===== src/vfpq_pkg.sv =====
package vfpq_pkg;

    localparam int QUEUE_DEPTH_DEF = 8;

    localparam int CMD_W    = 2;
    localparam int TIME_W   = 40;
    localparam int HANDLE_W = 16;
    localparam int PTS_W    = 33;
    localparam int GEN_W    = 16;
    localparam int KIND_W   = 3;
    localparam int THR_W    = 16;
    localparam int START_W  = 32;

    localparam logic [THR_W-1:0] THR_RESET = 16'd80;

    typedef enum logic [CMD_W-1:0] {
        CMD_ENQUEUE = 2'd0,
        CMD_TICK    = 2'd1,
        CMD_FLUSH   = 2'd2
    } t_cmd;

    typedef enum logic [KIND_W-1:0] {
        EV_SHOWN    = 3'd0,
        EV_LATE     = 3'd1,
        EV_STALE    = 3'd2,
        EV_INVALID  = 3'd3,
        EV_OVERFLOW = 3'd4
    } t_event_kind;

    typedef enum logic [2:0] {
        ST_IDLE,
        ST_DISPATCH,
        ST_CHECK,
        ST_HEAD,
        ST_WAIT,
        ST_DONE
    } t_state;

    typedef struct packed {
        logic        load;
        logic        calc_target;
        logic        push;
        logic        pop;
        logic        flush;
        logic        emit;
        t_event_kind kind;
        logic        emit_frame;
        logic        finish;
    } t_ctrl;

    typedef struct packed {
        logic [CMD_W-1:0] cmd;
        logic             frame_stale;
        logic             frame_neg;
        logic             full;
        logic             empty;
        logic             one_left;
        logic             started;
        logic             target_neg;
        logic             head_stale;
        logic             head_neg;
        logic             head_late;
        logic             head_due;
    } t_stat;

endpackage


===== src/vfpq_ctrl.sv =====
module vfpq_ctrl (
    input  logic            i_clk,
    input  logic            i_rst_n,
    input  logic            i_start,
    input  vfpq_pkg::t_stat i_stat,
    output vfpq_pkg::t_ctrl o_ctrl,
    output logic            o_busy
);

    vfpq_pkg::t_state r_state;
    vfpq_pkg::t_state n_state;

    always_ff @(posedge i_clk) begin
        if (!i_rst_n) begin
            r_state <= vfpq_pkg::ST_IDLE;
        end else begin
            r_state <= n_state;
        end
    end

    always_comb begin
        n_state = r_state;
        o_ctrl = '0;
        o_ctrl.kind = vfpq_pkg::EV_SHOWN;
        case (r_state)
            vfpq_pkg::ST_IDLE: begin
                if (i_start) begin
                    o_ctrl.load = 1'b1;
                    n_state = vfpq_pkg::ST_DISPATCH;
                end
            end
            vfpq_pkg::ST_DISPATCH: begin
                n_state = vfpq_pkg::ST_DONE;
                case (vfpq_pkg::t_cmd'(i_stat.cmd))
                    vfpq_pkg::CMD_ENQUEUE: begin
                        if (i_stat.frame_stale) begin
                            o_ctrl.emit = 1'b1;
                            o_ctrl.emit_frame = 1'b1;
                            o_ctrl.kind = vfpq_pkg::EV_STALE;
                        end else if (i_stat.frame_neg) begin
                            o_ctrl.emit = 1'b1;
                            o_ctrl.emit_frame = 1'b1;
                            o_ctrl.kind = vfpq_pkg::EV_INVALID;
                        end else begin
                            // A full queue gives up its oldest frame to make room.
                            o_ctrl.push = 1'b1;
                            if (i_stat.full) begin
                                o_ctrl.pop = 1'b1;
                                o_ctrl.emit = 1'b1;
                                o_ctrl.kind = vfpq_pkg::EV_OVERFLOW;
                            end
                        end
                    end
                    vfpq_pkg::CMD_TICK: begin
                        if (!i_stat.empty && i_stat.started) begin
                            o_ctrl.calc_target = 1'b1;
                            n_state = vfpq_pkg::ST_CHECK;
                        end
                    end
                    vfpq_pkg::CMD_FLUSH: begin
                        o_ctrl.flush = 1'b1;
                    end
                    default: begin
                    end
                endcase
            end
            vfpq_pkg::ST_CHECK: begin
                n_state = i_stat.target_neg ? vfpq_pkg::ST_DONE : vfpq_pkg::ST_HEAD;
            end
            vfpq_pkg::ST_HEAD: begin
                if (i_stat.head_stale || i_stat.head_neg) begin
                    o_ctrl.pop = 1'b1;
                    o_ctrl.emit = 1'b1;
                    o_ctrl.kind = i_stat.head_stale ? vfpq_pkg::EV_STALE
                                                    : vfpq_pkg::EV_INVALID;
                    n_state = i_stat.one_left ? vfpq_pkg::ST_DONE : vfpq_pkg::ST_WAIT;
                end else if (i_stat.one_left || !i_stat.head_late) begin
                    if (i_stat.head_due) begin
                        o_ctrl.pop = 1'b1;
                        o_ctrl.emit = 1'b1;
                        o_ctrl.kind = vfpq_pkg::EV_SHOWN;
                    end
                    n_state = vfpq_pkg::ST_DONE;
                end else begin
                    o_ctrl.pop = 1'b1;
                    o_ctrl.emit = 1'b1;
                    o_ctrl.kind = vfpq_pkg::EV_LATE;
                    n_state = vfpq_pkg::ST_WAIT;
                end
            end
            vfpq_pkg::ST_WAIT: begin
                // The head slot read is registered, so the new head lands in the cycle after the pointer moves.
                n_state = vfpq_pkg::ST_HEAD;
            end
            vfpq_pkg::ST_DONE: begin
                o_ctrl.finish = 1'b1;
                n_state = vfpq_pkg::ST_IDLE;
            end
            default: begin
                n_state = vfpq_pkg::ST_IDLE;
            end
        endcase
    end

    assign o_busy = (r_state != vfpq_pkg::ST_IDLE);

endmodule


===== src/vfpq_dp.sv =====
module vfpq_dp #(
    parameter int QUEUE_DEPTH = vfpq_pkg::QUEUE_DEPTH_DEF
) (
    input  logic                                   i_clk,
    input  logic                                   i_rst_n,
    input  logic                                   i_cfg_wr_en,
    input  logic [vfpq_pkg::THR_W-1:0]             i_cfg_wr_data,
    input  logic [vfpq_pkg::CMD_W-1:0]             i_cmd,
    input  logic [vfpq_pkg::TIME_W-1:0]            i_now_ms,
    input  logic [vfpq_pkg::HANDLE_W-1:0]          i_frame_handle,
    input  logic signed [vfpq_pkg::PTS_W-1:0]      i_frame_pts,
    input  logic [vfpq_pkg::GEN_W-1:0]             i_frame_generation,
    input  vfpq_pkg::t_ctrl                        i_ctrl,
    output vfpq_pkg::t_stat                        o_stat,
    output logic                                   o_strobe,
    output logic [vfpq_pkg::KIND_W-1:0]            o_event_kind,
    output logic [vfpq_pkg::HANDLE_W-1:0]          o_out_handle,
    output logic signed [vfpq_pkg::PTS_W-1:0]      o_out_pts,
    output logic [$clog2(QUEUE_DEPTH+1)-1:0]       o_queue_level,
    output logic                                   o_last_event
);

    localparam int AW = $clog2(QUEUE_DEPTH);
    localparam int CW = $clog2(QUEUE_DEPTH + 1);
    localparam int SW = CW + 1;
    localparam int EW = vfpq_pkg::TIME_W + 1;
    localparam int TW = vfpq_pkg::TIME_W + 2;
    localparam int DW = TW + 1;
    localparam int PW = vfpq_pkg::PTS_W;

    // Frame slots.
    logic [PW-1:0]                   r_slot_pts    [QUEUE_DEPTH];
    logic [vfpq_pkg::GEN_W-1:0]      r_slot_gen    [QUEUE_DEPTH];
    logic [vfpq_pkg::HANDLE_W-1:0]   r_slot_handle [QUEUE_DEPTH];
    logic [PW-1:0]                   r_rd_pts;
    logic [vfpq_pkg::GEN_W-1:0]      r_rd_gen;
    logic [vfpq_pkg::HANDLE_W-1:0]   r_rd_handle;

    logic [AW-1:0]                   r_head;
    logic [CW-1:0]                   r_count;
    logic                            r_started;
    logic [vfpq_pkg::START_W-1:0]    r_start_pts;
    logic [vfpq_pkg::TIME_W-1:0]     r_start_time;
    logic [vfpq_pkg::GEN_W-1:0]      r_gen;
    logic [vfpq_pkg::THR_W-1:0]      r_thr;

    // Captured request.
    logic [vfpq_pkg::CMD_W-1:0]      r_cmd;
    logic [vfpq_pkg::HANDLE_W-1:0]   r_frame_handle;
    logic [PW-1:0]                   r_frame_pts;
    logic [vfpq_pkg::GEN_W-1:0]      r_frame_gen;
    logic signed [EW-1:0]            r_elapsed;
    logic signed [TW-1:0]            r_target;

    // The wall clock of the request is kept for latching the start time.
    logic [vfpq_pkg::TIME_W-1:0]     r_now_keep;

    // One result is held back until it is known whether another follows it.
    logic                            r_pend_valid;
    vfpq_pkg::t_event_kind           r_pend_kind;
    logic [vfpq_pkg::HANDLE_W-1:0]   r_pend_handle;
    logic [PW-1:0]                   r_pend_pts;
    logic [CW-1:0]                   r_pend_level;

    logic                            r_out_strobe;
    vfpq_pkg::t_event_kind           r_out_kind;
    logic [vfpq_pkg::HANDLE_W-1:0]   r_out_handle;
    logic [PW-1:0]                   r_out_pts;
    logic [CW-1:0]                   r_out_level;
    logic                            r_out_last;

    logic [SW-1:0]                   tail_sum;
    logic [AW-1:0]                   tail_idx;
    logic [AW-1:0]                   head_inc;
    logic [CW-1:0]                   n_count;
    logic signed [DW-1:0]            late_diff;
    logic signed [TW-1:0]            head_pts_ext;

    always_comb begin
        tail_sum = SW'(r_head) + SW'(r_count);
        if (tail_sum >= SW'(QUEUE_DEPTH)) begin
            tail_idx = AW'(tail_sum - SW'(QUEUE_DEPTH));
        end else begin
            tail_idx = AW'(tail_sum);
        end
        head_inc = (r_head == AW'(QUEUE_DEPTH - 1)) ? '0 : r_head + AW'(1);
        n_count = r_count;
        if (i_ctrl.push && !i_ctrl.pop) begin
            n_count = r_count + CW'(1);
        end else if (i_ctrl.pop && !i_ctrl.push) begin
            n_count = r_count - CW'(1);
        end
        head_pts_ext = $signed({{(TW - PW){r_rd_pts[PW-1]}}, r_rd_pts});
        late_diff = $signed({r_target[TW-1], r_target})
                  - $signed({{(DW - PW){r_rd_pts[PW-1]}}, r_rd_pts});
    end

    always_comb begin
        o_stat.cmd         = r_cmd;
        o_stat.frame_stale = (r_frame_gen != r_gen);
        o_stat.frame_neg   = r_frame_pts[PW-1];
        o_stat.full        = (r_count == CW'(QUEUE_DEPTH));
        o_stat.empty       = (r_count == '0);
        o_stat.one_left    = (r_count == CW'(1));
        o_stat.started     = r_started;
        o_stat.target_neg  = r_target[TW-1];
        o_stat.head_stale  = (r_rd_gen != r_gen);
        o_stat.head_neg    = r_rd_pts[PW-1];
        o_stat.head_late   = late_diff > $signed({{(DW - vfpq_pkg::THR_W){1'b0}}, r_thr});
        o_stat.head_due    = head_pts_ext <= r_target;
    end

    always_ff @(posedge i_clk) begin
        if (i_ctrl.push) begin
            r_slot_pts[tail_idx]    <= r_frame_pts;
            r_slot_gen[tail_idx]    <= r_frame_gen;
            r_slot_handle[tail_idx] <= r_frame_handle;
        end
        r_rd_pts    <= r_slot_pts[r_head];
        r_rd_gen    <= r_slot_gen[r_head];
        r_rd_handle <= r_slot_handle[r_head];
    end

    always_ff @(posedge i_clk) begin
        if (i_ctrl.load) begin
            r_cmd          <= i_cmd;
            r_frame_handle <= i_frame_handle;
            r_frame_pts    <= i_frame_pts;
            r_frame_gen    <= i_frame_generation;
            r_elapsed      <= $signed({1'b0, i_now_ms}) - $signed({1'b0, r_start_time});
        end
        if (i_ctrl.calc_target) begin
            r_target <= $signed({{(TW - vfpq_pkg::START_W){1'b0}}, r_start_pts})
                      + $signed({r_elapsed[EW-1], r_elapsed});
        end
    end

    always_ff @(posedge i_clk) begin
        if (!i_rst_n) begin
            r_head       <= '0;
            r_count      <= '0;
            r_started    <= 1'b0;
            r_start_pts  <= '0;
            r_start_time <= '0;
            r_gen        <= '0;
            r_thr        <= vfpq_pkg::THR_RESET;
        end else begin
            if (i_cfg_wr_en) begin
                r_thr <= i_cfg_wr_data;
            end
            if (i_ctrl.flush) begin
                r_head       <= '0;
                r_count      <= '0;
                r_started    <= 1'b0;
                r_start_pts  <= '0;
                r_start_time <= '0;
                r_gen        <= r_gen + vfpq_pkg::GEN_W'(1);
            end else begin
                r_count <= n_count;
                if (i_ctrl.pop) begin
                    r_head <= head_inc;
                end
                if (i_ctrl.push && !r_started) begin
                    r_started    <= 1'b1;
                    r_start_pts  <= r_frame_pts[vfpq_pkg::START_W-1:0];
                    r_start_time <= r_now_keep;
                end
            end
        end
    end

    always_ff @(posedge i_clk) begin
        if (i_ctrl.load) begin
            r_now_keep <= i_now_ms;
        end
    end

    always_ff @(posedge i_clk) begin
        if (!i_rst_n) begin
            r_pend_valid <= 1'b0;
            r_out_strobe <= 1'b0;
        end else begin
            r_out_strobe <= (i_ctrl.emit || i_ctrl.finish) && r_pend_valid;
            if (i_ctrl.emit) begin
                r_pend_valid <= 1'b1;
            end else if (i_ctrl.finish) begin
                r_pend_valid <= 1'b0;
            end
        end
    end

    always_ff @(posedge i_clk) begin
        if (i_ctrl.emit) begin
            r_pend_kind   <= i_ctrl.kind;
            r_pend_handle <= i_ctrl.emit_frame ? r_frame_handle : r_rd_handle;
            r_pend_pts    <= i_ctrl.emit_frame ? r_frame_pts : r_rd_pts;
            r_pend_level  <= n_count;
        end
        if (i_ctrl.emit || i_ctrl.finish) begin
            r_out_kind   <= r_pend_kind;
            r_out_handle <= r_pend_handle;
            r_out_pts    <= r_pend_pts;
            r_out_level  <= r_pend_level;
            r_out_last   <= i_ctrl.finish;
        end
    end

    assign o_strobe      = r_out_strobe;
    assign o_event_kind  = r_out_kind;
    assign o_out_handle  = r_out_handle;
    assign o_out_pts     = r_out_pts;
    assign o_queue_level = r_out_level;
    assign o_last_event  = r_out_last;

endmodule


===== src/video_frame_pacing_queue_core.sv =====
// Frame pacing queue with a command interface: a request is taken when start is high
// and busy is low, and every result appears for exactly one cycle with o_strobe high,
// so the receiver must take it then; o_last_event marks the final result of a request.
// Enqueue, flush, an unused command and a tick with an empty queue or a stopped clock
// keep busy high through the dispatch and done states; a tick whose target is negative
// also passes the check state. Any other tick visits the check and head states, plus a
// wait state for every frame it drops before the one it stops at, for the registered
// read of the head slot. Each result is held back until the next result or
// the end of the request is known, so the last result of a request appears in the first
// cycle after busy falls. The threshold register may be written at any time the block
// is idle.
module video_frame_pacing_queue_core #(
    parameter int QUEUE_DEPTH = vfpq_pkg::QUEUE_DEPTH_DEF
) (
    input  logic                                   i_clk,
    input  logic                                   i_rst_n,
    input  logic                                   i_cfg_wr_en,
    input  logic [vfpq_pkg::THR_W-1:0]             i_cfg_wr_data,
    input  logic                                   start,
    input  logic [vfpq_pkg::CMD_W-1:0]             i_cmd,
    input  logic [vfpq_pkg::TIME_W-1:0]            i_now_ms,
    input  logic [vfpq_pkg::HANDLE_W-1:0]          i_frame_handle,
    input  logic signed [vfpq_pkg::PTS_W-1:0]      i_frame_pts,
    input  logic [vfpq_pkg::GEN_W-1:0]             i_frame_generation,
    output logic                                   busy,
    output logic                                   o_strobe,
    output logic [vfpq_pkg::KIND_W-1:0]            o_event_kind,
    output logic [vfpq_pkg::HANDLE_W-1:0]          o_out_handle,
    output logic signed [vfpq_pkg::PTS_W-1:0]      o_out_pts,
    output logic [$clog2(QUEUE_DEPTH+1)-1:0]       o_queue_level,
    output logic                                   o_last_event
);

    vfpq_pkg::t_ctrl ctrl;
    vfpq_pkg::t_stat stat;

    vfpq_ctrl u_ctrl (
        .i_clk   (i_clk),
        .i_rst_n (i_rst_n),
        .i_start (start),
        .i_stat  (stat),
        .o_ctrl  (ctrl),
        .o_busy  (busy)
    );

    vfpq_dp #(
        .QUEUE_DEPTH (QUEUE_DEPTH)
    ) u_dp (
        .i_clk              (i_clk),
        .i_rst_n            (i_rst_n),
        .i_cfg_wr_en        (i_cfg_wr_en),
        .i_cfg_wr_data      (i_cfg_wr_data),
        .i_cmd              (i_cmd),
        .i_now_ms           (i_now_ms),
        .i_frame_handle     (i_frame_handle),
        .i_frame_pts        (i_frame_pts),
        .i_frame_generation (i_frame_generation),
        .i_ctrl             (ctrl),
        .o_stat             (stat),
        .o_strobe           (o_strobe),
        .o_event_kind       (o_event_kind),
        .o_out_handle       (o_out_handle),
        .o_out_pts          (o_out_pts),
        .o_queue_level      (o_queue_level),
        .o_last_event       (o_last_event)
    );

`ifndef SYNTH
    a_strobe_from_work: assert property (@(posedge i_clk) disable iff (!i_rst_n)
        o_strobe |-> $past(busy))
        else $error("result strobe without a request in progress");

    a_more_follows_busy: assert property (@(posedge i_clk) disable iff (!i_rst_n)
        (o_strobe && !o_last_event) |-> busy)
        else $error("non-final result while the block is idle");

    a_no_pop_empty: assert property (@(posedge i_clk) disable iff (!i_rst_n)
        ctrl.pop |-> !stat.empty)
        else $error("pop from an empty queue");

    a_level_bound: assert property (@(posedge i_clk) disable iff (!i_rst_n)
        o_strobe |-> (o_queue_level <= QUEUE_DEPTH))
        else $error("queue level beyond depth");
`endif

endmodule


===== config.mk =====
export PLATFORM = sky130hd
export DESIGN_NAME = video_frame_pacing_queue_core
export DESIGN_NICKNAME = d
export VERILOG_FILES = /design/src/vfpq_pkg.sv /design/src/vfpq_ctrl.sv /design/src/vfpq_dp.sv /design/src/video_frame_pacing_queue_core.sv
export SDC_FILE = /design/constraint.sdc
export NUM_CORES = 1
export LEC_CHECK = 0
export ABC_CLOCK_PERIOD_IN_PS = 8000
export BUFFER_PORTS_ARGS = -buffer_cell sky130_fd_sc_hd__clkbuf_2
export CORE_MARGIN = 5
export CORE_UTILIZATION = 55
export CTS_CLUSTER_DIAMETER = 40
export DETAILED_ROUTE_END_ITERATION = 7
export PLACE_DENSITY = 0.82
export SYNTH_ARGS = -nofsm -noshare
export SYNTH_HDL_FRONTEND = slang
export SYNTH_HIERARCHICAL = 1
export SYNTH_SLANG_ARGS = --single-unit

===== constraint.sdc =====
create_clock -name i_clk -period 8 [get_ports i_clk]
set_input_delay 1.2 -clock i_clk [delete_from_list [all_inputs] [get_ports i_clk]]
set_output_delay 1.2 -clock i_clk [all_outputs]
set_load 0.03 [all_outputs]

# Word-level counts from Yosys, hierarchy flattened
# Memory sizes are Yosys's and may differ from the RTL's. A register that Yosys moved wholly into a read port is not among the register bits.
# Index checks and enable logic that the tools add are counted.
# W data, S select, Z words.
dict set report classes {
  addsub 9
  magnitude_cmp 3
  n_eq_ne 13
  mux 45
  bitwise 1
  n_reduce_logical 19
}
# operator n
set op_table {}
lappend op_table {{$gt A43 B17 Y1} 1}
lappend op_table {{$sub A42 B33 Y43} 1}
lappend op_table {{$add A33 B41 Y42} 1}
lappend op_table {{$le A33 B42 Y1} 1}
lappend op_table {{$sub A40 B40 Y41} 1}
lappend op_table {{$mux W33} 1}
lappend op_table {{$ne A16 B16 Y1} 2}
lappend op_table {{$mux W4} 7}
lappend op_table {{$mux W3} 7}
lappend op_table {{$mux W1} 20}
lappend op_table {{$add A16 B1 Y16 const B} 1}
lappend op_table {{$mux W16} 1}
lappend op_table {{$pmux W3 S5} 1}
lappend op_table {{$mux W5} 2}
lappend op_table {{$eq A3 B3 Y1 const B} 3}
lappend op_table {{$mux W2} 4}
lappend op_table {{$pmux W4 S2} 1}
lappend op_table {{$eq A3 B2 Y1 const B} 2}
lappend op_table {{$add A3 B4 Y5} 1}
lappend op_table {{$ge A5 B4 Y1 const B} 1}
lappend op_table {{$logic_and A1 B1 Y1} 5}
lappend op_table {{$logic_not A1 Y1} 5}
lappend op_table {{$add A4 B1 Y4 const B} 1}
lappend op_table {{$eq A4 B1 Y1 const B} 1}
lappend op_table {{17 further kinds} 19}
dict set report word_totals {
  register_bits 420
  ramBits 520
  in_bits 127
  output_inout_bits 59
  word_cells 119
  memories 3
}
# memory depth width read_ports rd_ports_with_merged_regs write_ports line
set mem_list {}
lappend mem_list {u_dp.r_slot_pts 8 33 1 1 1 vfpq_dp.sv:32} ;# logic [PW-1:0] r_slot_pts [QUEUE_DEPTH];
lappend mem_list {u_dp.r_slot_gen 8 16 1 1 1 vfpq_dp.sv:33} ;# logic [vfpq_pkg::GEN_W-1:0] r_slot_gen [QUEUE_DEPTH];
lappend mem_list {u_dp.r_slot_handle 8 16 1 1 1 vfpq_dp.sv:34} ;# logic [vfpq_pkg::HANDLE_W-1:0] r_slot_handle [QUEUE_DEPTH];

# Depth between registers and ports, before layout
dict set report depth {
  depth_word 10
  mapped_depth 32
  ltp_nobuf 31
}

# Hierarchy
# Netlist, hierarchy kept.
# mod instances cells_per_inst area_per_inst_um2 seq_area_each_um2
set modules_own_cells {}
lappend modules_own_cells {vfpq_dp 1 2839 42205.5 28297.1}
lappend modules_own_cells {vfpq_ctrl 1 44 324.1 60.1}

# Worst setup path after synthesis
# No wires, ideal clock.
dict set report synth_timing {
  path_type {in2reg}
  from {input port start}
  to {register u_dp/r_cmd[0] in the netlist's numbering, enable pin}
  setup_ns 0.658
  arrival_ns 7.329
  t_required_ns 7.342
  slack_ns 0.013
  cell_stages 2
  n_path_buf 0
  path_cell_list {inv_1 -> nor2_1}
}
# element line
set synth_lines {}
lappend synth_lines {{from (decl)} video_frame_pacing_queue_core.sv:19} ;# input logic start,
lappend synth_lines {{to (signal assigned)} vfpq_dp.sv:126} ;# r_cmd <= i_cmd;
lappend synth_lines {{to (decl)} vfpq_dp.sv:48} ;# logic [vfpq_pkg::CMD_W-1:0] r_cmd;

==> reports/metrics.yaml <==
global_route:
  grt_first_pass_wirelength_um: 150400
  largest_net_degree_at_the_start_of_global_routing: 145
  first_global_vias: 25060
  grt.total_usage: 0.2367
  grt_antenna_before_repair: 1
  gr-total-overflow: 0
critical_path:
  endpoint_kind: "flip-flop"
  worst-r2r-cell-count: 28
  crit_type: "flip-flop to flip-flop"
  cp_max_fo: 6
  critical_path.slowest_cell: "sky130_fd_sc_hd__o41ai_1"
  worst-endpoint-required_ps: 8550
  arrival_ps: 7330
  worstSetupStartpointType: "flip-flop"
  slowest_delay_ps: 680
floorplan:
  floorplan.die.width_um: 288.1
  initial_core_util: 0.5517
  placementRows: 102
  pin_count: 186
  coreArea_um2: 77080
  die_h_um: 288.1
  dieArea_um2: 82990
placed_design:
  dpl_cell_area_um2: 44650
  numPortBuffers: 185
  detailedPlacementHpwl_um: 60030
  finalWeightedCongestion: 0.9057
drt:
  route.vias.total: 25321
  route.antenna.remaining_nets: 0
  route.detailed.vias_per_inst: 5.975
  drt_drc_violations_left: 0
  drt_iter0_markers: 2743
  routed_wirelength_um: 98830
  wire_per_inst_um: 23.32
  drt-pass1-iter-count: 6
layout:
  antenna-diode-count: 0
  layout-area-overhead-vs-synth_pct: 13.88
  final_layout_size_suffix_gt1_frac: 0.2051
  post-route-cell-area_um2: 48430
  design.final.nets: 3367
  final_core_utilization: 0.6283
  fillerInstances: 5309
sta:
  worstMarginPinSlew_ps: 1373
  fin_tns_setup_ps: 0
  final_worst_clock_skew_ps: 70.10
  slew_violations: 0
  hold_viol_final: 0
  finalWorstPathRequiredPeriod_ps: 6784
  final-setup-viol-count: 0
  achievable-frequency_mhz: 147.4
  layout_worst_path_cycle_share: 0.8479
  maxSlewHeadroom: 0.08498
  grt_setup_unrepaired: "false"
yosys:
  avgSynthCellArea_um2: 14.75
  ys.warnings.count: 6
  synth.cells.most_frequent: "sky130_fd_sc_hd__edfxtp_1, sky130_fd_sc_hd__nand2_1, sky130_fd_sc_hd__a21oi_1"
  fraction_of_synthesized_cell_area_taken_by_the_top_area_cell_type: 0.5811
  synth.distinct_cells: 93
  synth-main-ff-cell: "sky130_fd_sc_hd__edfxtp_1"
  synth_top_area_cell: "sky130_fd_sc_hd__edfxtp_1"
  ys_ff_latch: 1005
  postSynthCellCount: 2883
  synth_seq_area_share: 0.6668
  postSynth.asyncResetShare: 0
  synthTopCellsByArea: "sky130_fd_sc_hd__edfxtp_1, sky130_fd_sc_hd__dfxtp_1, sky130_fd_sc_hd__mux4_2"
  synthesized_netlist_net_count: 3151
  synth_edf_count: 823
  synth.most_common_cell: "sky130_fd_sc_hd__edfxtp_1"
  synth.cell_area_um2: 42530
power:
  power_density_nw_per_um2: 238.2
  design_power_total_mw: 11.54
  vdd_ir_drop_max_mv: 0.1821
  p_leak_nw: 16.87
clock_tree:
  cts_tree: "built"
  clock_latency_ps: 690
  cts-hold-fix-buffers: 0
  cts_max_level: 3
  cts-resized-gates: 0
  clock_sink_count: 1005
  clk_pin_slew_worst_paths_ps: 60
  cts_buffer_depth: 3
  cts_setup_buffers: 0
  cts-root-buf: "sky130_fd_sc_hd__clkbuf_16"
  cts_inserted_buffers: 112
hold_path:
  class_of_the_tightest_hold_or_removal_check: "flip-flop to flip-flop"
  holdPathStages: 0
status:
  status: "complete, no violations"
job:
  cap_violations: 0
path summary, 6_finish.rpt:
path                                                     from                      endpoint  slack (ps)
worst max-delay path               u_dp/r_target[0]$_DFFE_PP_    u_dp/r_count[3]$_SDFF_PP0_        1220
worst min-delay path            u_dp/r_pend_pts[20]$_DFFE_PP_  u_dp/o_out_pts[20]$_DFFE_PN_         410
worst min register to register  u_dp/r_pend_pts[20]$_DFFE_PP_  u_dp/o_out_pts[20]$_DFFE_PN_         410
worst max register to register     u_dp/r_target[0]$_DFFE_PP_    u_dp/r_count[3]$_SDFF_PP0_        1220
layout make-up:
class                      count  area (um^2)  area share
tap                         1040         1301     0.02687
sequential                  1005        28370      0.5857
clock buffer                 138         3014     0.06223
inverter                     136        510.5     0.01054
clock inverter                75        768.2     0.01586
multi-input combinational   1634        13320      0.2750
timing repair buffer         210         1151     0.02377
critical path, delay by kind of cell (launching register included):
| family | cells | cell delay, ps |
|---|---|---|
| AOI/OAI and AO/OA | 11 | 2850 |
| adders and majority gates | 3 | 860 |
| xor gates and xnor gates | 2 | 330 |
| buffers and inverters | 2 | 130 |
| and+or+nand+nor | 10 | 2170 |
| DFF | 1 | 350 |
cell families (layout without fill, tap and decap cells):
family          count (synthesis)  in the layout  synth area share
buf+inv                       244            559           0.02221
fa+ha+maj                     141            141           0.04219
flops                        1005           1005            0.6668
compound gates                517            517           0.07637
simple gates                  602            602           0.06793
xor+xnor                      141            141           0.02904
mux                           233            233           0.09550
stage by stage:
stage / cells / hold WS, ps / worst slack, ps
after floorplan: 2883 / 400.3 / 13.08
after global placement: 4025 / 400.4 / 1698
after detailed placement: 4025 / 404.5 / 1388
after CTS: 4238 / 410.3 / 1354
after global routing: 4238 / 430.0 / 774.2
final: 4238 / 407.7 / 1216
sequential cells by signal, indices dropped and copies added, names as in the netlist, 32 cells and up:
| register | cells |
|---|---|
| u_dp/o_out_pts | 33 |
| u_dp/r_elapsed | 41 |
| u_dp/r_frame_pts | 33 |
| u_dp/r_now_keep | 40 |
| u_dp/r_pend_pts | 33 |
| u_dp/r_rd_pts | 33 |
| u_dp/r_slot_gen | 128 |
| u_dp/r_slot_handle | 128 |
| u_dp/r_slot_pts | 264 |
| u_dp/r_start_pts | 32 |
| u_dp/r_start_time | 40 |
| u_dp/r_target | 42 |
placed cells by master, fill, tap and decap left out, types with 82 or more instances in the layout:
master                      netlist  final
sky130_fd_sc_hd__nor2_1          99     93
sky130_fd_sc_hd__clkbuf_2         0    185
sky130_fd_sc_hd__nand2_1        257    257
sky130_fd_sc_hd__o21ai_0        106    106
sky130_fd_sc_hd__dfxtp_1        182    179
sky130_fd_sc_hd__mux4_2         130    130
sky130_fd_sc_hd__ha_1           137    137
sky130_fd_sc_hd__a21oi_1        204    204
sky130_fd_sc_hd__inv_1          136    136
sky130_fd_sc_hd__clkbuf_16        0    115
sky130_fd_sc_hd__mux2_2          82     82
sky130_fd_sc_hd__edfxtp_1       823    823
where the power goes:
part	total [mW]	switching (mW)	leakage (nW)	internal (mW)
Sequential	5.94	0.127	8.97	5.82
Combinational	0.498	0.323	6.06	0.175
Clock	5.09	2.18	1.83	2.91
Total	11.5	2.63	16.9	8.90
routing by layer:
layer  vias to the layer above  track usage  share of wire
li1                      11365            -              -
met1                     12481       0.3208           0.40
met2                      1276       0.3899           0.48
met3                       197      0.05099          0.089
met4                         2      0.07031          0.028
met5                         -            0        0.00013
No activity file was read; power rests on OpenSTA's default activity.
